$ cat src/hdl/assert_macros.svh
// assertion macros shared by the base64 line-wrap encoder rtl
// no dependencies; empty bodies when SYNTHESIS is defined
`ifndef ASSERT_MACROS_SVH
`define ASSERT_MACROS_SVH
`ifndef SYNTHESIS
`define B64W_ASSERT(label, clk, rst_n, prop, msg) \
  label: assert property (@(posedge clk) disable iff (!rst_n) prop) else $error(msg);
`define B64W_NEVER(label, clk, rst_n, cond, msg) \
  label: assert property (@(posedge clk) disable iff (!rst_n) !(cond)) else $error(msg);
`else
`define B64W_ASSERT(label, clk, rst_n, prop, msg)
`define B64W_NEVER(label, clk, rst_n, cond, msg)
`endif
`endif

$ cat src/hdl/b64w_pkg.sv
// constants, group word type and alphabet function for the base64 encoder
// no dependencies
`default_nettype none
package b64w_pkg;

  localparam int LINE_CHARS  = 64;
  localparam int LINE_SPAN   = (LINE_CHARS < 4) ? 4 : (LINE_CHARS / 4 * 4);
  localparam int LEN_W       = $clog2(LINE_SPAN);
  localparam int QUEUE_DEPTH = 2;
  localparam int QPTR_W      = (QUEUE_DEPTH > 1) ? $clog2(QUEUE_DEPTH) : 1;
  localparam int QCNT_W      = $clog2(QUEUE_DEPTH + 1);

  localparam logic [7:0] CHAR_CR  = 8'h0D;
  localparam logic [7:0] CHAR_LF  = 8'h0A;
  localparam logic [7:0] CHAR_PAD = 8'h3D;
  localparam logic [6:0] SEXTET_PAD = 7'd64;

  typedef struct packed {
    logic [7:0] b1;
    logic [7:0] b2;
    logic [7:0] b3;
    logic       have2;
    logic       have3;
    logic       last;
  } group_t;

  function automatic logic [7:0] b64_char(input logic [6:0] s);
    logic [7:0] c;
    if (s < 7'd26) begin
      c = 8'h41 + {1'b0, s};
    end else if (s < 7'd52) begin
      c = 8'h47 + {1'b0, s};
    end else if (s < 7'd62) begin
      c = {1'b0, s} - 8'd4;
    end else if (s == 7'd62) begin
      c = 8'h2B;
    end else if (s == 7'd63) begin
      c = 8'h2F;
    end else begin
      c = CHAR_PAD;
    end
    return c;
  endfunction

endpackage
`default_nettype wire

$ cat src/hdl/b64w_if.sv
// valid/ready channel interfaces for byte input and character output
// no dependencies
`default_nettype none
interface b64w_in_if;
  logic       valid;
  logic       ready;
  logic [7:0] data_byte;
  logic       last_byte;
  modport source(output valid, output data_byte, output last_byte, input ready);
  modport sink(input valid, input data_byte, input last_byte, output ready);
endinterface

interface b64w_out_if;
  logic       valid;
  logic       ready;
  logic [7:0] out_char;
  logic       run_last;
  logic       message_end;
  modport source(output valid, output out_char, output run_last, output message_end,
                 input ready);
  modport sink(input valid, input out_char, input run_last, input message_end,
               output ready);
endinterface
`default_nettype wire

$ cat src/hdl/b64w_front.sv
// front end: gathers bytes into 3-byte groups (shorter at the last byte) and pushes group words
// depends on b64w_pkg and b64w_if
`default_nettype none
module b64w_front
  import b64w_pkg::*;
(
  input  logic       clk,
  input  logic       rst_n,
  b64w_in_if.sink    in_ch,
  input  logic       q_full,
  output logic       push,
  output group_t     push_word
);

  logic [1:0] gp_r, gp_nxt;
  logic [7:0] b1_r, b1_nxt;
  logic [7:0] b2_r, b2_nxt;
  logic       acc;

  assign in_ch.ready = !q_full;
  assign acc = in_ch.valid && !q_full;

  always_comb begin
    gp_nxt    = gp_r;
    b1_nxt    = b1_r;
    b2_nxt    = b2_r;
    push      = 1'b0;
    push_word = '0;
    if (acc) begin
      unique case (gp_r)
        2'd0: begin
          b1_nxt         = in_ch.data_byte;
          push_word.b1   = in_ch.data_byte;
          push_word.last = in_ch.last_byte;
          push           = in_ch.last_byte;
          gp_nxt         = in_ch.last_byte ? 2'd0 : 2'd1;
        end
        2'd1: begin
          b2_nxt          = in_ch.data_byte;
          push_word.b1    = b1_r;
          push_word.b2    = in_ch.data_byte;
          push_word.have2 = 1'b1;
          push_word.last  = in_ch.last_byte;
          push            = in_ch.last_byte;
          gp_nxt          = in_ch.last_byte ? 2'd0 : 2'd2;
        end
        default: begin
          push_word.b1    = b1_r;
          push_word.b2    = b2_r;
          push_word.b3    = in_ch.data_byte;
          push_word.have2 = 1'b1;
          push_word.have3 = 1'b1;
          push_word.last  = in_ch.last_byte;
          push            = 1'b1;
          gp_nxt          = 2'd0;
        end
      endcase
    end
  end

  always_ff @(posedge clk) begin
    if (!rst_n) begin
      gp_r <= 2'd0;
    end else begin
      gp_r <= gp_nxt;
    end
    b1_r <= b1_nxt;
    b2_r <= b2_nxt;
  end

endmodule
`default_nettype wire

$ cat src/hdl/b64w_queue.sv
// short register queue of group words between front and back
// depends on b64w_pkg and assert_macros.svh
`default_nettype none
`include "assert_macros.svh"
module b64w_queue
  import b64w_pkg::*;
(
  input  logic   clk,
  input  logic   rst_n,
  input  logic   push,
  input  group_t push_word,
  input  logic   pop,
  output logic   head_valid,
  output group_t head_word,
  output logic   full
);

  group_t              mem_r [QUEUE_DEPTH];
  logic [QPTR_W-1:0]   wr_ptr_r, wr_ptr_nxt;
  logic [QPTR_W-1:0]   rd_ptr_r, rd_ptr_nxt;
  logic [QCNT_W-1:0]   count_r, count_nxt;

  assign head_valid = (count_r != '0);
  assign full       = (count_r == QCNT_W'(QUEUE_DEPTH));
  assign head_word  = mem_r[rd_ptr_r];

  always_comb begin
    wr_ptr_nxt = wr_ptr_r;
    rd_ptr_nxt = rd_ptr_r;
    count_nxt  = count_r;
    if (push) begin
      wr_ptr_nxt = (wr_ptr_r == QPTR_W'(QUEUE_DEPTH - 1)) ? '0 : wr_ptr_r + 1'b1;
    end
    if (pop) begin
      rd_ptr_nxt = (rd_ptr_r == QPTR_W'(QUEUE_DEPTH - 1)) ? '0 : rd_ptr_r + 1'b1;
    end
    if (push && !pop) begin
      count_nxt = count_r + 1'b1;
    end else if (pop && !push) begin
      count_nxt = count_r - 1'b1;
    end
  end

  always_ff @(posedge clk) begin
    if (!rst_n) begin
      wr_ptr_r <= '0;
      rd_ptr_r <= '0;
      count_r  <= '0;
    end else begin
      wr_ptr_r <= wr_ptr_nxt;
      rd_ptr_r <= rd_ptr_nxt;
      count_r  <= count_nxt;
    end
    if (push) begin
      mem_r[wr_ptr_r] <= push_word;
    end
  end

  `B64W_NEVER(a_push_when_full, clk, rst_n, push && full, "push into full queue")
  `B64W_NEVER(a_pop_when_empty, clk, rst_n, pop && !head_valid, "pop from empty queue")

endmodule
`default_nettype wire

$ cat src/hdl/b64w_back.sv
// back end: turns group words into characters with padding and line breaks
// depends on b64w_pkg, b64w_if and assert_macros.svh
`default_nettype none
`include "assert_macros.svh"
module b64w_back
  import b64w_pkg::*;
(
  input  logic       clk,
  input  logic       rst_n,
  input  logic       wrap_en,
  input  logic       head_valid,
  input  group_t     head_word,
  output logic       pop,
  b64w_out_if.source out_ch
);

  localparam logic [1:0] PH_CHAR = 2'd0;
  localparam logic [1:0] PH_CR   = 2'd1;
  localparam logic [1:0] PH_LF   = 2'd2;

  logic [1:0]       phase_r, phase_nxt;
  logic [1:0]       k_r, k_nxt;
  logic [LEN_W-1:0] len_r, len_nxt;

  logic       out_valid_r, out_valid_nxt;
  logic [7:0] out_char_r, out_char_nxt;
  logic       out_run_last_r, out_run_last_nxt;
  logic       out_message_end_r, out_message_end_nxt;

  logic       adv;
  logic       fin;
  logic       brk;
  logic       endbrk;
  logic [6:0] sext;
  logic [7:0] b1, b2, b3;

  assign adv = !out_valid_r || out_ch.ready;
  assign b1  = head_word.b1;
  assign b2  = head_word.b2;
  assign b3  = head_word.b3;
  assign brk = wrap_en && (len_r == LEN_W'(LINE_SPAN - 1));
  assign endbrk = (k_r == 2'd3) && !brk && head_word.last && wrap_en &&
                  ((len_r + 1'b1) != '0);

  always_comb begin
    unique case (k_r)
      2'd0: sext = {1'b0, b1[7:2]};
      2'd1: sext = {1'b0, b1[1:0], b2[7:4]};
      2'd2: sext = head_word.have2 ? {1'b0, b2[3:0], b3[7:6]} : SEXTET_PAD;
      default: sext = head_word.have3 ? {1'b0, b3[5:0]} : SEXTET_PAD;
    endcase
  end

  always_comb begin
    phase_nxt           = phase_r;
    k_nxt               = k_r;
    len_nxt             = len_r;
    fin                 = 1'b0;
    out_valid_nxt       = out_valid_r;
    out_char_nxt        = out_char_r;
    out_run_last_nxt    = out_run_last_r;
    out_message_end_nxt = out_message_end_r;
    if (adv) begin
      out_valid_nxt = head_valid;
      if (head_valid) begin
        unique case (phase_r)
          PH_CHAR: begin
            out_char_nxt = b64_char(sext);
            len_nxt = (!wrap_en || brk || endbrk) ? '0 : len_r + 1'b1;
            if (brk || endbrk) begin
              phase_nxt = PH_CR;
            end else if (k_r == 2'd3) begin
              fin   = 1'b1;
              k_nxt = 2'd0;
            end else begin
              k_nxt = k_r + 1'b1;
            end
          end
          PH_CR: begin
            out_char_nxt = CHAR_CR;
            phase_nxt    = PH_LF;
          end
          default: begin
            out_char_nxt = CHAR_LF;
            phase_nxt    = PH_CHAR;
            if (k_r == 2'd3) begin
              fin   = 1'b1;
              k_nxt = 2'd0;
            end else begin
              k_nxt = k_r + 1'b1;
            end
          end
        endcase
        out_run_last_nxt    = fin;
        out_message_end_nxt = fin && head_word.last;
      end
    end
  end

  assign pop = fin;

  always_ff @(posedge clk) begin
    if (!rst_n) begin
      phase_r     <= PH_CHAR;
      k_r         <= 2'd0;
      len_r       <= '0;
      out_valid_r <= 1'b0;
    end else begin
      phase_r     <= phase_nxt;
      k_r         <= k_nxt;
      len_r       <= len_nxt;
      out_valid_r <= out_valid_nxt;
    end
    out_char_r        <= out_char_nxt;
    out_run_last_r    <= out_run_last_nxt;
    out_message_end_r <= out_message_end_nxt;
  end

  assign out_ch.valid       = out_valid_r;
  assign out_ch.out_char    = out_char_r;
  assign out_ch.run_last    = out_run_last_r;
  assign out_ch.message_end = out_message_end_r;

  `B64W_ASSERT(a_end_is_run_last, clk, rst_n, out_valid_r && out_message_end_r |-> out_run_last_r, "message end without run last")
  `B64W_ASSERT(a_break_keeps_head, clk, rst_n, (phase_r != PH_CHAR) |-> head_valid, "line break without group")

endmodule
`default_nettype wire

$ cat src/hdl/base64_encoder_line_wrap_core.sv
// base64 encoder with optional crlf line wrap: one byte per cycle accepted while the
// group queue has room, one character per cycle delivered by the back end while
// out_ch.ready allows; a closed group is written to the queue, then its characters to
// the output register; a group yields four characters, plus cr and lf at a line break
// reset: synchronous active-low rst_n clears group, line count, queue and wrap
`default_nettype none
module base64_encoder_line_wrap_core
  import b64w_pkg::*;
(
  input  logic       clk,
  input  logic       rst_n,
  b64w_in_if.sink    in_ch,
  b64w_out_if.source out_ch,
  input  logic       cfg_wr_en,
  input  logic       cfg_wr_data
);

  logic   wrap_en_r;
  logic   push;
  group_t push_word;
  logic   pop;
  logic   head_valid;
  group_t head_word;
  logic   q_full;

  always_ff @(posedge clk) begin
    if (!rst_n) begin
      wrap_en_r <= 1'b0;
    end else if (cfg_wr_en) begin
      wrap_en_r <= cfg_wr_data;
    end
  end

  b64w_front u_front (
    .clk       (clk),
    .rst_n     (rst_n),
    .in_ch     (in_ch),
    .q_full    (q_full),
    .push      (push),
    .push_word (push_word)
  );

  b64w_queue u_queue (
    .clk        (clk),
    .rst_n      (rst_n),
    .push       (push),
    .push_word  (push_word),
    .pop        (pop),
    .head_valid (head_valid),
    .head_word  (head_word),
    .full       (q_full)
  );

  b64w_back u_back (
    .clk        (clk),
    .rst_n      (rst_n),
    .wrap_en    (wrap_en_r),
    .head_valid (head_valid),
    .head_word  (head_word),
    .pop        (pop),
    .out_ch     (out_ch)
  );

endmodule
`default_nettype wire
$ cat src/flat_wrapper.sv
// flat-port wrapper written by rule: the top's interface ports become plain ports
module base64_encoder_line_wrap_core_flat import b64w_pkg::*;
  (clk, rst_n, cfg_wr_en, cfg_wr_data, in_ch_valid, in_ch_data_byte, in_ch_last_byte, in_ch_ready, out_ch_valid, out_ch_out_char, out_ch_run_last, out_ch_message_end, out_ch_ready);
  b64w_in_if in_ch_i ();
  b64w_out_if out_ch_i ();
  input  logic clk;
  input  logic rst_n;
  input  logic cfg_wr_en;
  input  logic cfg_wr_data;
  input wire logic [$bits(in_ch_i.valid)-1:0] in_ch_valid;
  input wire logic [$bits(in_ch_i.data_byte)-1:0] in_ch_data_byte;
  input wire logic [$bits(in_ch_i.last_byte)-1:0] in_ch_last_byte;
  output wire logic [$bits(in_ch_i.ready)-1:0] in_ch_ready;
  output wire logic [$bits(out_ch_i.valid)-1:0] out_ch_valid;
  output wire logic [$bits(out_ch_i.out_char)-1:0] out_ch_out_char;
  output wire logic [$bits(out_ch_i.run_last)-1:0] out_ch_run_last;
  output wire logic [$bits(out_ch_i.message_end)-1:0] out_ch_message_end;
  input wire logic [$bits(out_ch_i.ready)-1:0] out_ch_ready;
  assign in_ch_i.valid = in_ch_valid;
  assign in_ch_i.data_byte = in_ch_data_byte;
  assign in_ch_i.last_byte = in_ch_last_byte;
  assign in_ch_ready = in_ch_i.ready;
  assign out_ch_valid = out_ch_i.valid;
  assign out_ch_out_char = out_ch_i.out_char;
  assign out_ch_run_last = out_ch_i.run_last;
  assign out_ch_message_end = out_ch_i.message_end;
  assign out_ch_i.ready = out_ch_ready;
  base64_encoder_line_wrap_core u_core (.clk(clk), .rst_n(rst_n), .in_ch(in_ch_i), .out_ch(out_ch_i), .cfg_wr_en(cfg_wr_en), .cfg_wr_data(cfg_wr_data));
endmodule
$ cat config.mk
export PLATFORM = sky130hd
export DESIGN_NAME = base64_encoder_line_wrap_core_flat
export DESIGN_NICKNAME = d
export VERILOG_FILES = /design/src/hdl/b64w_pkg.sv /design/src/hdl/b64w_if.sv /design/src/hdl/b64w_front.sv /design/src/hdl/b64w_queue.sv /design/src/hdl/b64w_back.sv /design/src/hdl/base64_encoder_line_wrap_core.sv /design/src/flat_wrapper.sv
export VERILOG_INCLUDE_DIRS = /design/src /design/src/hdl
export SDC_FILE = /design/constraint.sdc
export NUM_CORES = 1
export LEC_CHECK = 0
export ABC_AREA = 0
export BUFFER_PORTS_ARGS = -buffer_cell sky130_fd_sc_hd__buf_2
export CORE_MARGIN = 1.5
export CORE_UTILIZATION = 45
export DETAILED_ROUTE_END_ITERATION = 10
export SYNTH_ARGS = -nofsm -noshare
export SYNTH_HDL_FRONTEND = slang
export SYNTH_SLANG_ARGS = --single-unit
$ cat constraint.sdc
create_clock -name clk -period 2.84 [get_ports clk]
set_input_delay 0 -clock clk [delete_from_list [all_inputs] [get_ports clk]]
set_output_delay 0 -clock clk [all_outputs]
set_load 0.005 [all_outputs]
---- Yosys cells after proc, flatten, opt, wreduce, memory -nomap -nowiden ----
Memories as Yosys holds them, arrays and structs flattened. A register that Yosys moved wholly into a read port is not among the register bits.
Cells that the tools add are included.
storage, ports and cells
  register bits after elaboration ......... 44
  memory bits (writable) .................. 54
  input bits .............................. 15
  output and inout port bits .............. 12
  logic and storage cells ................. 111
  memories kept ........................... 1
operators by class
  add/sub/neg operators ................... 9
  $lt $le $gt $ge ......................... 3
  equal/unequal tests ..................... 11
  multiplexer cells ....................... 41
  bitwise operators ....................... 1
  reduce and logical (&&, ||, !) cells .... 31
memory list
  memory                words  bits a word  read ports  clocked after Yosys merged registers in  wr ports  line              RTL
  u_core.u_queue.mem_r  2      27           1           1                                        1         b64w_queue.sv:18  group_t mem_r [QUEUE_DEPTH];
operator list
  operator                                                                      number
  8-bit 2-to-1 mux                                                              5
  8-bit case mux with 2 select lines                                            2
  27-bit 2-to-1 mux                                                             1
  7-bit case mux with 3 select lines                                            1
  1-bit 2-to-1 mux                                                              17
  7-bit by 7-bit adder with 8-bit output, first input constant                  2
  7-bit by 6-bit equality test with 1-bit output, second input constant         2
  7-bit by 6-bit less-than comparator with 1-bit output, second input constant  2
  7-bit 2-to-1 mux                                                              2
  2-bit 2-to-1 mux                                                              6
  2-bit case mux with 2 select lines                                            3
  5-bit 2-to-1 mux                                                              2
  1-bit logical AND                                                             9
  7-bit by 3-bit subtractor with 8-bit output, second input constant            1
  7-bit by 5-bit less-than comparator with 1-bit output, second input constant  1
  6-bit by 1-bit adder with 6-bit output, second input constant                 1
  2-bit by 1-bit equality test with 1-bit output, second input constant         3
  2-bit equality test, second input constant                                    3
  6-bit equality test, second input constant                                    1
  1-bit zero test                                                               6
  2-bit zero test                                                               3
  6-bit 2-to-1 mux                                                              1
  3-bit AND reduction                                                           2
  6-bit nonzero test                                                            1
  other kinds (11)                                                              19

---- Depth between registers and ports, before layout ----
  depth in word-level cells ............... 17
  gate-level depth with buffers ........... 14
  depth with buffers taken out ............ 12

---- By module ----
A second synthesis with hierarchy kept.
unflattened totals
  cells, all modules ...................... 401
  area total of the unflattened synthesis .. 4,874.7 um2
modules (own cells, without submodules)
  module                         times used  cells each  area each (um2)  sequential area each (um2)
  b64w_queue                     1           106         2,174.6          1,721.7
  b64w_back                      1           186         1,624.1          520.5
  b64w_front                     1           106         1,039.7          520.5
  base64_encoder_line_wrap_core  1           3           36.3             20.0

---- Worst setup path after synthesis ----
Ideal clock, no wire load.
  path kind ............................... register to register
  start point ............................. register u_core.u_queue.count_r[0]
  end point ............................... memory u_core.u_queue.mem_r[1][0] (netlist name), enable pin
  library setup time ...................... 0.416 ns
  arrival ................................. 2.488 ns
  required time ........................... 2.424 ns
  setup slack ............................. -0.064 ns
  stages on the path, launching flop included .. 6
  buffers on the path ..................... 0
  clock period less this slack ............ 2.904 ns
  cells stage by stage .................... dfxtp_1 > nand2b_1 > nand2_1 > nor2_1 > nor2_1 > nor2b_1
on the way
  word-level cells in the longest chain between the ends .. 6
ends and longest elaborated chain
  element                                 line                RTL
  start, declared                         b64w_queue.sv:21    logic [QCNT_W-1:0] count_r, count_nxt;
  start signal, assigned                  b64w_queue.sv:52    count_r <= count_nxt;
  2-bit equality test                     b64w_queue.sv:24    assign full = (count_r == QCNT_W'(QUEUE_DEPTH));
  1-bit zero test                         --
  net in_ch_ready                         flat_wrapper.sv:13  output wire logic [$bits(in_ch_i.ready)-1:0] in_ch_ready;
  1-bit logical AND                       b64w_front.sv:21    assign acc = in_ch.valid && !q_full;
  1-bit 2-to-1 mux                        b64w_front.sv:29    if (acc) begin
  1-bit 2-to-1 mux                        b64w_queue.sv:54    if (push) begin
  1-bit 2-to-1 mux (implied by the code)  b64w_queue.sv:55    mem_r[wr_ptr_r] <= push_word;
  end, declared                           b64w_queue.sv:18
The timed path passes the listed nets, and every way through them passes these cells.

---- Final worst setup path ----
  start point ............................. register u_core.u_back.k_r[1]
  end point ............................... register u_core.u_back.out_char_r[1] (netlist: u_core.u_back.out_ch.out_char[1]) (data pin)
on the way
  word-level cells in the longest chain between the ends .. 9
  elaborated cells on any way between the ends .. 18
  classes of those cells .................. add/sub: 3; order compare: 3; eq/ne: 4; mux: 7; reduce/logical: 1
ends and longest elaborated chain
  element                                                                              line              RTL
  start, declared                                                                      b64w_back.sv:22   logic [1:0] k_r, k_nxt;
  start signal, assigned                                                               b64w_back.sv:110  k_r <= k_nxt;
  2-bit equality test (tied with other cells)                                          b64w_back.sv:46   unique case (k_r)
  7-bit case mux with 3 select lines *                                                 b64w_back.sv:46
  branches (longest 5 deep; another with 7-bit by 3-bit subtractor with 8-bit output)  --
  8-bit 2-to-1 mux *                                                                   b64w_pkg.sv:29    if (s < 7'd26) begin
  8-bit case mux with 2 select lines *                                                 b64w_back.sv:66   unique case (phase_r)
  end signal, assigned                                                                 b64w_back.sv:114  out_char_r <= out_char_nxt;
  end, declared                                                                        b64w_back.sv:26   logic [7:0] out_char_r, out_char_nxt;
Mark *: on every way between the ends.
A chain may end at the register's enable or synchronous reset.

==> flow_metrics.py <==
metrics = {
    "run_status": {
        "status": "finished, final reports clean",
    },
    "sta": {
        "layout_setup_ws_ps": 102,
        "period_minus_slack_ps": 2740,
        "slew_headroom_pct": 47.5,
        "worst_slew_pin_slew_ps": 788,
        "holdWs_ps": 26.9,
        "rsz0062_at_grt": "no",
        "setup_viol": 0,
        "finalMaxSlewViolations": 0,
        "fin_worst_skew_ps": 10.5,
        "period_share_pct": 96.4,
        "setup_tns_ps": 0,
        "finalHoldViolCount": 0,
        "clock.fmax_mhz": 365,
    },
    "power": {
        "p_per_area_nw_per_um2": 638,
        "clkPwrFrac_pct": 29.0,
        "power.switching_mw": 0.887,
        "leakage_nw": 1.96,
        "comb_power_share_pct": 20.3,
        "internal_power_mw": 2.50,
        "seqPwrFrac_pct": 50.7,
        "switching_share_pct": 26.2,
        "ir_worst_vdd_uv": 304,
    },
    "flow_run": {
        "cap_violations": 0,
    },
    "floorplan": {
        "core-area_um2": 9820,
        "placementRows": 36,
        "die_h_um": 104,
        "die-area_um2": 10800,
        "start_util_pct": 46.8,
        "io_pins": 27,
        "die_x_um": 104,
    },
    "placement": {
        "finalWeightedCongestion": 0.810,
        "dp_hpwl_um": 6160,
        "port_buffers": 26,
        "pre_cts_ws_ps": -50.0,
        "postPlaceCellArea_um2": 4940,
    },
    "yosys": {
        "synth_edf_count": 80,
        "syn_area_um2": 4600,
        "seq_area_frac_synth_pct": 60.5,
        "yosys.area.top_type": "edfxtp_1",
        "synth_area_leaders": "edfxtp_1, dfxtp_1, ha_1, mux2_2, and2_1",
        "ys_ff_latch": 99,
        "synth_cell_type_count": 62,
        "syn_area_per_cell_um2": 13.0,
        "synthFlopType": "edfxtp_1",
        "synth_nets": 380,
        "async_flop_share_pct": 0,
        "synthesis.instances": 353,
        "ys_warn_count": 0,
        "yosysTopAreaCellShare_pct": 52.3,
    },
    "clock_network": {
        "cts_buffer_depth": 2,
        "cts_tree": "done",
        "root_buffer": "clkbuf_8",
        "path_clk_slew_ps": 90,
        "cts_sinks": 99,
        "numCtsBuffers": 9,
        "htreeDepth": 3,
        "worst_skew_pair.late_latency_ps": 360,
    },
    "worst_setup_path": {
        "ff2ff_setup_slack_ps": 100,
        "endpoint_kind": "flip-flop",
        "crit_fanout": 12,
        "worstSetupPathType": "reg -> reg",
        "r2r-start": "u_core.u_back.k_r[1]$_SDFFE_PN0P_",
        "crit_required_ps": 2950,
        "cp.arrival_ps": 2850,
        "timing.rr.end": "u_core.u_back.out_ch.out_char[1]$_DFFE_PP_",
        "cp-start-kind": "flip-flop",
        "ff2ff_path_depth": 10,
    },
    "route": {
        "dr.max_layer_used": "met4",
        "num_vias": 3015,
        "drt-total-wl_um": 8990,
        "drt-met1-wl_um": 4300,
        "wl_met2_um": 4260,
        "ant_nets": 0,
        "viasPerCell": 5.54,
        "drc": 0,
        "wire_per_inst_um": 16.5,
        "initialDrtViolationCount": 173,
        "drt_first_pass_iters": 4,
        "dr_wl_met3_um": 345,
    },
    "grt": {
        "grt-ovfl-total": 0,
        "grt_use_total_pct": 17.0,
        "antenna_found_initial": 0,
        "grt_pass1_vias": 2881,
        "grt_max_degree": 28,
        "grt_first_pass_wirelength_um": 14500,
    },
    "layout": {
        "nNetsFinal": 434,
        "fillCellCount": 864,
        "finish.instance_area_um2": 5310,
        "seqCellArea_um2": 2790,
        "multi_input_area_um2": 1690,
        "final_core_util_pct": 54.1,
        "num_antenna_cells": 0,
        "drive_above_1_share_pct": 22.9,
        "syn_to_final_growth_pct": 15.6,
        "layout_common_cells": "edfxtp_1, buf_2, buf_4",
        "final_common_cell": "edfxtp_1",
    },
    "hold_path": {
        "hold_class": "in -> reg",
        "hp-start": "out_ch_ready",
        "hold-path-cell-count": 3,
        "min_to": "u_core.u_back.out_ch.valid$_SDFFE_PN0N_",
    },
}
[cell usage after synthesis, types with 2 or more instances]
| cell | n |
|---|---|
| nor3b_1 | 2 |
| xor2_1 | 4 |
| o2bb2ai_1 | 2 |
| nor2b_1 | 9 |
| and3_1 | 13 |
| nand2_1 | 18 |
| edfxtp_1 | 80 |
| a21oi_1 | 11 |
| a21boi_0 | 2 |
| mux2_2 | 9 |
| o21ai_2 | 2 |
| o211ai_1 | 6 |
| clkbuf_1 | 7 |
| o31a_1 | 2 |
| a221o_1 | 5 |
| and4b_1 | 2 |
| nand3_1 | 13 |
| xnor2_1 | 7 |
| a22oi_1 | 7 |
| or3_1 | 2 |
| mux2i_1 | 8 |
| inv_1 | 11 |
| nor3_1 | 2 |
| buf_6 | 5 |
| buf_4 | 3 |
| a22o_1 | 11 |
| o21ai_0 | 6 |
| nand2b_1 | 4 |
| nor2_1 | 16 |
| ha_1 | 12 |
| nand4_1 | 3 |
| a211o_1 | 3 |
| dfxtp_1 | 19 |
| a221oi_1 | 4 |
| and2_1 | 16 |
[repair_timing]
| action | in CTS | in global routing |
|---|---|---|
| setup buffers | 0 | 0 |
| hold buffers | 13 | 0 |
| endpoints found under the setup margin | 1 | 5 |
| resized for setup | 2 | 10 |
| hold endpoints to repair | 24 | 0 |
| pin swaps | 0 | 1 |
[worst max path at each step]
stage,slack [ps],end,startpoint,depth (start not counted)
after detailed placement,-50,u_core.u_back.out_ch.out_char[1]$_DFFE_PP_,u_core.u_back.k_r[0]$_SDFFE_PN0P_,10
after global placement,40,u_core.u_back.out_ch.out_char[1]$_DFFE_PP_,u_core.u_back.k_r[0]$_SDFFE_PN0P_,13
final,100,u_core.u_back.out_ch.out_char[1]$_DFFE_PP_,u_core.u_back.k_r[1]$_SDFFE_PN0P_,10
after global routing,6,u_core.u_back.out_ch.out_char[1]$_DFFE_PP_,u_core.u_back.k_r[1]$_SDFFE_PN0P_,10
after CTS,50,u_core.u_back.out_ch.out_char[1]$_DFFE_PP_,u_core.u_back.k_r[0]$_SDFFE_PN0P_,10
after floorplan,30,u_core.u_queue.mem_r[0][0]$_DFFE_PP_,u_core.u_queue.count_r[0]$_SDFFE_PN0P_,5
[final cells by class]
type | instances | share of cell area, %
repair buffers | 58 | 7.58
well taps | 133 | 3.13
flip-flops and latches | 99 | 52.5
clock buffers | 9 | 2.33
clock inverters | 6 | 1.67
multi-input cells | 226 | 31.8
inverters | 13 | 0.966
[critical path: stages (launching register included)]
cell and delay (ps):
dfxtp_1 320, inv_1 110, ha_2 360, a22o_1 210
a221o_1 140, o21a_2 240, inv_4 60, a211o_1 280
and2_1 220, and3_1 200, o41a_1 350
[cells by family after synthesis]
group / Yosys count / share of synthesized area, %
adder cells (fa/ha/maj): 12 / 3.27
multiplexers: 18 / 4.27
AND/OR/NAND/NOR: 106 / 12.6
XOR/XNOR: 11 / 2.10
buffers and inverters: 28 / 3.40
flip-flops: 99 / 60.5
AO/OA/AOI/OAI: 78 / 13.7
other: 1 / 0.0816
[layer usage]
metal	vias up	GRT usage [%]
met1	1496	24.1
met3	6	2.26
met4	0	7.24
met2	63	26.4
li1	1450	-
met5	-	0
[metrics by stage]
step / instances / power, mW
5_1_grt: 544 / 3.54
3_5_place_dp: 516 / 2.41
3_3_place_gp: 516 / 2.40
6_report: 544 / 3.39
2_1_floorplan: 353 / 2.21
4_1_cts: 544 / 3.40
[power by group through the flow]
stage	logic (mW)	clock network (mW)	registers [mW]
floorplan	0.458	0	1.75
global placement	0.650	0	1.75
detailed placement	0.658	0	1.75
CTS	0.677	1.01	1.72
global route	0.760	1.06	1.73
finish	0.688	0.983	1.72
[registers in the layout, indices dropped and copies added, names as in the netlist, 2 cells and up, named ones only]
name	flops
u_core.u_front.b2_r	8
u_core.u_back.out_ch.out_char	8
u_core.u_front.b1_r	8
u_core.u_queue.count_r	2
u_core.u_back.len_r	6
u_core.u_back.phase_r	2
u_core.u_back.k_r	2
u_core.u_front.gp_r	2
u_core.u_queue.mem_r	54
No activity file was read; power rests on OpenSTA's default activity.
